--- config.mk ---
export PLATFORM = sky130hd
export DESIGN_NAME = tsd_cell
export DESIGN_NICKNAME = d
export VERILOG_FILES = /design/src/rtl/tsd_pkg.sv /design/src/rtl/tsd_cell.sv
export SDC_FILE = /design/constraint.sdc
export NUM_CORES = 1
export LEC_CHECK = 0
export ABC_AREA = 0
export BUFFER_PORTS_ARGS = -buffer_cell sky130_fd_sc_hd__buf_2
export CORE_AREA = 4 4 399 401
export CTS_CLUSTER_DIAMETER = 40
export DETAILED_ROUTE_END_ITERATION = 16
export DIE_AREA = 0 0 403 405
export PLACE_DENSITY_LB_ADDON = 0.05
export SYNTH_ARGS = -nofsm -noshare
export SYNTH_HDL_FRONTEND = slang
export SYNTH_SLANG_ARGS = --single-unit
--- constraint.sdc ---
create_clock -name clk -period 1.1 [get_ports clk]
set_input_delay 0.055 -clock clk [delete_from_list [all_inputs] [get_ports clk]]
set_output_delay 0.055 -clock clk [all_outputs]
set_load 0.01 [all_outputs]
--- src/rtl/tsd_pkg.sv ---
`default_nettype none
package tsd_pkg;

	localparam logic [15:0] ONE_Q15 = 16'h8000;

	localparam logic [1:0] CFG_LEFT_DZ  = 2'd0;
	localparam logic [1:0] CFG_RIGHT_DZ = 2'd1;

	typedef struct packed {
		logic [15:0] q;
		logic [63:0] p;
		logic [47:0] r;
	} lane_t;

	typedef struct packed {
		logic [31:0] s;
		logic [31:0] x2;
		logic [31:0] y2;
		logic [31:0] sp2;
		logic        x_neg;
		logic        y_neg;
		logic        outside;
		logic        clamp;
	} ctx_t;

	// One bit of a largest-q search for f(q) <= rhs, where f(q) = q*q*inc + ...
	// p holds f(q) and r holds q*inc plus any linear offset, both kept up to date
	// by shifts and adds only.
	function automatic lane_t search_step(lane_t ln, logic [31:0] inc, logic [63:0] rhs,
			int b);
		logic [15:0] cand;
		logic [63:0] pc;
		logic [47:0] rc;
		lane_t       res;
		cand = ln.q | 16'(1 << b);
		pc   = ln.p + (64'(ln.r) << (b + 1)) + (64'(inc) << (2 * b));
		rc   = ln.r + 48'(64'(inc) << b);
		res  = ln;
		if (cand <= ONE_Q15 && pc <= rhs) begin
			res.q = cand;
			res.p = pc;
			res.r = rc;
		end
		return res;
	endfunction

endpackage
`default_nettype wire

--- src/rtl/tsd_cell.sv ---
`default_nettype none
module tsd_cell #(
	parameter int BIT = 15
) (
	input  wire logic          clk,
	input  wire logic          arst_n,
	input  wire logic          en,
	input  wire logic          valid_in,
	input  wire tsd_pkg::ctx_t ctx_in,
	input  wire tsd_pkg::lane_t lx_in,
	input  wire tsd_pkg::lane_t ly_in,
	input  wire tsd_pkg::lane_t ln_in,
	output logic               valid_out,
	output tsd_pkg::ctx_t      ctx_out,
	output tsd_pkg::lane_t     lx_out,
	output tsd_pkg::lane_t     ly_out,
	output tsd_pkg::lane_t     ln_out
);

	logic           valid_q;
	tsd_pkg::ctx_t  ctx_q;
	tsd_pkg::lane_t lx_q, ly_q, ln_q;
	logic [63:0]    rhs_x, rhs_y, rhs_n;

	assign rhs_x = 64'(ctx_in.x2) << 30;
	assign rhs_y = 64'(ctx_in.y2) << 30;
	assign rhs_n = 64'(ctx_in.s) << 30;

	always_ff @(posedge clk or negedge arst_n) begin
		if (!arst_n) begin
			valid_q <= 1'b0;
		end else if (en) begin
			valid_q <= valid_in;
		end
	end

	always_ff @(posedge clk) begin
		if (en) begin
			ctx_q <= ctx_in;
			lx_q  <= tsd_pkg::search_step(lx_in, ctx_in.s, rhs_x, BIT);
			ly_q  <= tsd_pkg::search_step(ly_in, ctx_in.s, rhs_y, BIT);
			ln_q  <= tsd_pkg::search_step(ln_in, ctx_in.sp2, rhs_n, BIT);
		end
	end

	assign valid_out = valid_q;
	assign ctx_out   = ctx_q;
	assign lx_out    = lx_q;
	assign ly_out    = ly_q;
	assign ln_out    = ln_q;

endmodule
`default_nettype wire

-- After elaboration in Yosys (flattened, before gate mapping)
Index checks and enable logic that the tools add are counted.
- register bits after elaboration: 517
- input bits: 520
- output and inout bits: 517
- word-level logic and storage cells: 42
- add/sub/neg operators: 9
- order comparisons: 6
- muxes and demuxes: 3
- reduce and logical (&&, ||, !) cells: 3
- operator list (cell ; count):
    $mux W112 ; 3
    $add A64 B62 Y64 ; 3
    $add A64 B64 Y64 ; 3
    $le A64 B62 Y1 ; 3
    $add A48 B47 Y48 ; 3
    $le A16 B16 Y1 const B ; 3
    $logic_and A1 B1 Y1 ; 3

-- Logic depth before layout (Yosys ltp)
- word-level depth: 5
- gate-level depth with buffers: 26
- depth with buffers taken out: 25

-- Worst setup path after synthesis
Ideal clock, no wire load.
- path kind: input -> register
- start: input ln_in[1] (netlist bit)
- end: register ln_q, in the netlist ln_out[68], data pin
- setup time: 0.260 ns
- arrival time: 5.901 ns
- data required time: 0.840 ns
- slack: -5.061 ns
- cell stages on the path: 26
- path through: ha_1 -> ha_1 -> fa_1 -> a211oi_1 -> o21bai_1 -> a21bo_2 -> a221oi_2 -> o31a_1 -> o21ai_2 -> a211oi_4 -> o21ai_0 -> a21bo_2 -> xnor2_1 -> ha_1 -> and4_1 -> nand4_1 -> or3_1 -> nor4_1 -> nand4_1 -> nor4_1 -> a22oi_1 -> nor3b_1 -> mux2i_1 -> nor3_4 -> buf_6 -> mux2_2
- cells in the longest elaborated chain, start to end: 5
- ends and longest elaborated chain (what ; line ; RTL):
    start, declared ; tsd_cell.sv:12 ; input wire tsd_pkg::lane_t ln_in,
    $add A64 B64 Y64 (*) ; tsd_pkg.sv:36 ; pc = ln.p + (64'(ln.r) << (b + 1)) + (64'(inc) << (2 * b));
    $add A64 B62 Y64 (*) ; tsd_pkg.sv:36 ;
    $le A64 B62 Y1 ; tsd_pkg.sv:39 ; if (cand <= ONE_Q15 && pc <= rhs) begin
    $logic_and A1 B1 Y1 ; tsd_pkg.sv:39 ;
    $mux W112 (*) ; tsd_pkg.sv:39 ;
    end signal, assigned ; tsd_cell.sv:42 ; ln_q <= tsd_pkg::search_step(ln_in, ctx_in.sp2, rhs_n, BIT);
    end, declared ; tsd_cell.sv:22 ; tsd_pkg::lane_t lx_q, ly_q, ln_q;
Every way passes the cells marked *; elsewhere a longest branch is shown, timed or not.
A chain may end at the register's enable or synchronous reset.

-- Final worst setup path
- start: input lx_in[79] (netlist bit)
- end: register lx_q, in the netlist lx_out[108], data pin
- cells in the longest elaborated chain, start to end: 5
- ends and longest elaborated chain (what ; line ; RTL):
    start, declared ; tsd_cell.sv:10 ; input wire tsd_pkg::lane_t lx_in,
    $add A64 B64 Y64 (*) ; tsd_pkg.sv:36 ;
    $add A64 B62 Y64 (*) ; tsd_pkg.sv:36 ;
    $le A64 B62 Y1 ; tsd_pkg.sv:39 ;
    $logic_and A1 B1 Y1 ; tsd_pkg.sv:39 ;
    $mux W112 (*) ; tsd_pkg.sv:39 ;
    end signal, assigned ; tsd_cell.sv:40 ; lx_q <= tsd_pkg::search_step(lx_in, ctx_in.s, rhs_x, BIT);
    end, declared ; tsd_cell.sv:22 ;
Marked as above.

==> metrics.log <==
[metrics] die outline width: 403 um
[metrics] CTS sink count: just over 500
[metrics] gr usage total: 22.27%
[metrics] total number of placement rows: ~150
[metrics] Relative slew margins: between 40% and 50%
[metrics] master of the slowest instance on the critical path: sky130_fd_sc_hd__fa_2
[metrics] starting density of the core: 22.82%
[metrics] cells after synthesis: 2984
[metrics] unrepaired setup endpoints after global routing: true
[metrics] cells on worst reg2reg path: 1
[metrics] post-route cell area: approximately 66000 sq um
[metrics] register area share after synthesis: around 44%
[metrics] Static Leak: 30.80 nW
[metrics] peak supply drop: 1.385 mV
[metrics] total number of vias: ~36000
[metrics] residual antenna-violating net count after detailed routing: 0
[metrics] final net count: about 6900
[metrics] Worst setup SP type: input port
[metrics] CTS tree: yes
[metrics] total net switching power: 32.77 mW
[metrics] number of setup violations in the final report: around 760
[metrics] Detailed Route WL: roughly 190000 um
[metrics] Clock Root Buffer: sky130_fd_sc_hd__clkbuf_16
[metrics] largest cells by area after synthesis: sky130_fd_sc_hd__edfxtp_1, sky130_fd_sc_hd__ha_1, sky130_fd_sc_hd__fa_1
[metrics] start-to-end type of the worst setup path: in -> reg
[metrics] violated checks: hold timing, setup timing
[metrics] Max-cap violations: 0
[metrics] commonest register cell after synthesis: sky130_fd_sc_hd__edfxtp_1
[metrics] final non-filler cell total: 8120
[metrics] deepest clock path buffer count: 3
[metrics] maximum fanout encountered on the critical timing path: 8
[metrics] Via-to-Cell Ratio: roughly 4.4
[metrics] die footprint: 163200 sq um
[metrics] first-pass GRT wire length: ~260000 um
[metrics] fraction of power spent switching nets: about a third
[metrics] Register Area: 15520 sq um
[metrics] Setup WS post-layout: -4940 ps
[metrics] DRC Markers: 0
[metrics] Comb power frac: 38.8%
[metrics] count of final max-slew check failures: 0
[metrics] synth warn: 0
[metrics] Worst Path Required: around 1600 ps
[metrics] post-synth net total: 3981
[metrics] Cell Area, Synth: ~36000 sq um
[metrics] 1st-iter DRT viols: about 1800
[metrics] via count of the first global-routing pass: around 38000
[metrics] largest area contributor in the netlist: sky130_fd_sc_hd__edfxtp_1
[metrics] worst hold margin: -504.1 ps
[metrics] Post-Route Utilization: between 40 and 50%
[metrics] endpoint arrival time on the critical path: around 6500 ps
[metrics] Final Cycle Share: 549.1%
[metrics] Chip Height: between 400 and 500 um
[metrics] Final Hold Fails: 9
[metrics] outcome: finished, violations left
[metrics] commonest non-fill, non-tap cell in the layout: sky130_fd_sc_hd__buf_4
[metrics] Internal Pwr Total: ~67 mW
[metrics] transition time of the tightest slew-check pin: 829.6 ps
[metrics] Cells after DPL: about 7200
[metrics] layout overhead on the synthesized area: 86.09%
[metrics] flops & latches, synth: 517
[metrics] number of detailed-route iterations in the first pass: 5
[metrics] number of instances on the worst hold path: 1
[metrics] HPWL after detailed placement: roughly 150000 um
[metrics] Final Critical Period: between 6000 and 7000 ps
[metrics] commonest cells after routing, fill and taps aside: sky130_fd_sc_hd__buf_4, sky130_fd_sc_hd__buf_2, sky130_fd_sc_hd__dlygate4sd3_1
[metrics] Slowest Stage Delay on Critical Path: between 600 and 700 ps
[metrics] Skew-Pair Late Insertion Delay: ~750 ps
[metrics] area occupied by multi-input gates: between 20000 and 25000 sq um
[metrics] number of unique standard cell types used by synthesis: 80
[metrics] Routed wire per std cell: approximately 23 um
[metrics] clk slew on worst S/H paths: around 50 ps
[metrics] Core Box Area: 155700 sq um
[metrics] post-placement cell area: 52790 sq um
[metrics] count of flip-flops with a built-in enable after synthesis: between 500 and 600
[metrics] CP endpoint kind: flop
[metrics] I/O pin count: 1037
[metrics] global placement routability congestion: approximately 0.86
[metrics] overall overflow remaining after global route: 0
[metrics] synthesized area per cell: between 10 and 15 sq um
[metrics] Worst Clk Skew: 0 ps
[metrics] type of the most critical hold path: in -> reg
[metrics] CTS H-tree depth: 3
[metrics] Power Dens Cells: 1509 nW/um^2
[metrics] ratio of cells with drive above 1 in the final layout: 47.63%
[metrics] initial antenna violation count: 51
[metrics] total power draw: 99.77 mW
[metrics] worst-case register-to-register setup slack: between 300 and 400 ps
[metrics] portion of total power attributed to sequential cells: approximately 24%
[metrics] fillcell total: ~15000
[metrics] maximum operating frequency: ~170 MHz
[metrics] clock network fraction of design power: between 30% and 40%
[metrics] buffers added on ports: approximately 1000
[metrics] clock buffer count from CTS: 120
[metrics] async set-reset flop share out of synthesis: less than 1%
[metrics] pin count of the biggest net entering global routing: 26
[metrics] top cell type's share of synthesized area: a little over two fifths
==> power by group through the flow <==
stage | clock, mW | sequential (mW) | combinational [mW]
6_report | 37.0 | 24.0 | 38.8
5_1_grt | 39.0 | 24.2 | 42.4
4_1_cts | 37.9 | 24.0 | 38.3
3_5_place_dp | 0 | 24.3 | 34.8
3_3_place_gp | 0 | 24.3 | 35.1
2_1_floorplan | 0 | 25.1 | 14.7
==> worst max-delay path, delay by kind of cell <==
family / cells / cell delay, ps
xor gates and xnor gates: 1 / 150
muxes: 1 / 290
AOI/OAI and AO/OA: 9 / 2020
buffers and inverters: 6 / 960
and+or+nand+nor: 8 / 1820
adders and majority gates: 3 / 1140
==> cell families (layout without fill, tap and decap cells) <==
logic type	count (synthesis)	count (layout)	synth area share [%]
other cells	0	19	0
mux	238	238	7.484
fa+ha+maj	477	477	18.95
xor+xnor	214	214	5.276
compound gates	756	756	13.99
flops	517	517	43.68
buf+inv	222	3281	2.564
simple gates	560	560	8.047
==> cell usage after synthesis, drive strengths merged (8+ instances only) <==
| master | number |
|---|---|
| a21oi | 228 |
| mux2i | 17 |
| a211oi | 23 |
| o21ai | 118 |
| nand2b | 33 |
| nor4 | 29 |
| fa | 102 |
| nor2b | 40 |
| a21o | 168 |
| o31a | 10 |
| inv | 166 |
| and2 | 14 |
| nor2 | 132 |
| or3 | 12 |
| nand2 | 107 |
| or2 | 11 |
| edfxtp | 516 |
| xor2 | 72 |
| a221o | 8 |
| nand3 | 45 |
| a221oi | 8 |
| o31ai | 13 |
| o21a | 29 |
| mux2 | 221 |
| a2111oi | 11 |
| clkbuf | 32 |
| and4 | 8 |
| and3 | 19 |
| o21bai | 31 |
| o211ai | 15 |
| a31oi | 30 |
| nor3 | 43 |
| nand4 | 47 |
| buf | 24 |
| ha | 375 |
| xnor2 | 142 |
==> final timing paths <==
check	start	end
hold / removal	ln_in[1]	ln_out[1]$_DFFE_PP_
setup reg to reg	valid_out$_DFFE_PN0P_	valid_out$_DFFE_PN0P_
max in group asynchronous	arst_n	valid_out$_DFFE_PN0P_
setup / recovery	lx_in[79]	lx_out[108]$_DFFE_PP_
min in group asynchronous	arst_n	valid_out$_DFFE_PN0P_
hold reg to reg	valid_out$_DFFE_PN0P_	valid_out$_DFFE_PN0P_
==> through the flow <==
stage | setup TNS, ps | hold WS [ps] | setup slack [ps]
after detailed placement | -1454180 | -169.7 | -6168
after global routing | -1354700 | -558.6 | -5152
after CTS | -1312330 | -580.8 | -4840
after global placement | -1455280 | -170.2 | -6139
after floorplan | -1085780 | -240.6 | -4761
final | -1257390 | -504.1 | -4940
==> area by class of cell <==
class,count,share of cell area [%]
inverters,166,0.9425
multi-input cells,2245,31.47
well taps,2058,3.895
repair buffers,2887,33.83
clock buffers,134,4.621
flip-flops and latches,517,23.47
diodes,19,0.07192
clock inverters,94,1.696
==> flip-flops by register name, summed over array words and instances (netlist names) <==
| signal | count |
|---|---|
| ctx_out | 132 |
| lx_out | 128 |
| ly_out | 128 |
| valid_out | 1 |
| ln_out | 128 |
==> layer usage <==
| layer | up-vias | track usage (%) | part of all wire [%] |
|---|---|---|---|
| met5 | - | 0 | 0.047 |
| met4 | 14 | 7.358 | 3.1 |
| met3 | 263 | 5.212 | 5.9 |
| met2 | 975 | 36.05 | 46 |
| met1 | 17300 | 29.29 | 45 |
| li1 | 17360 | - | - |
==> what timing repair did <==
action | CTS | global route
gates resized for setup | 311 | 166
gates cloned | 22 | 2
setup endpoints to repair | 763 | 763
pin swaps | 72 | 50
buffers inserted | 60 | 20
hold buffers | 603 | 3
endpoints found under the hold margin | 825 | 12
(Power assumes the default switching activity.)
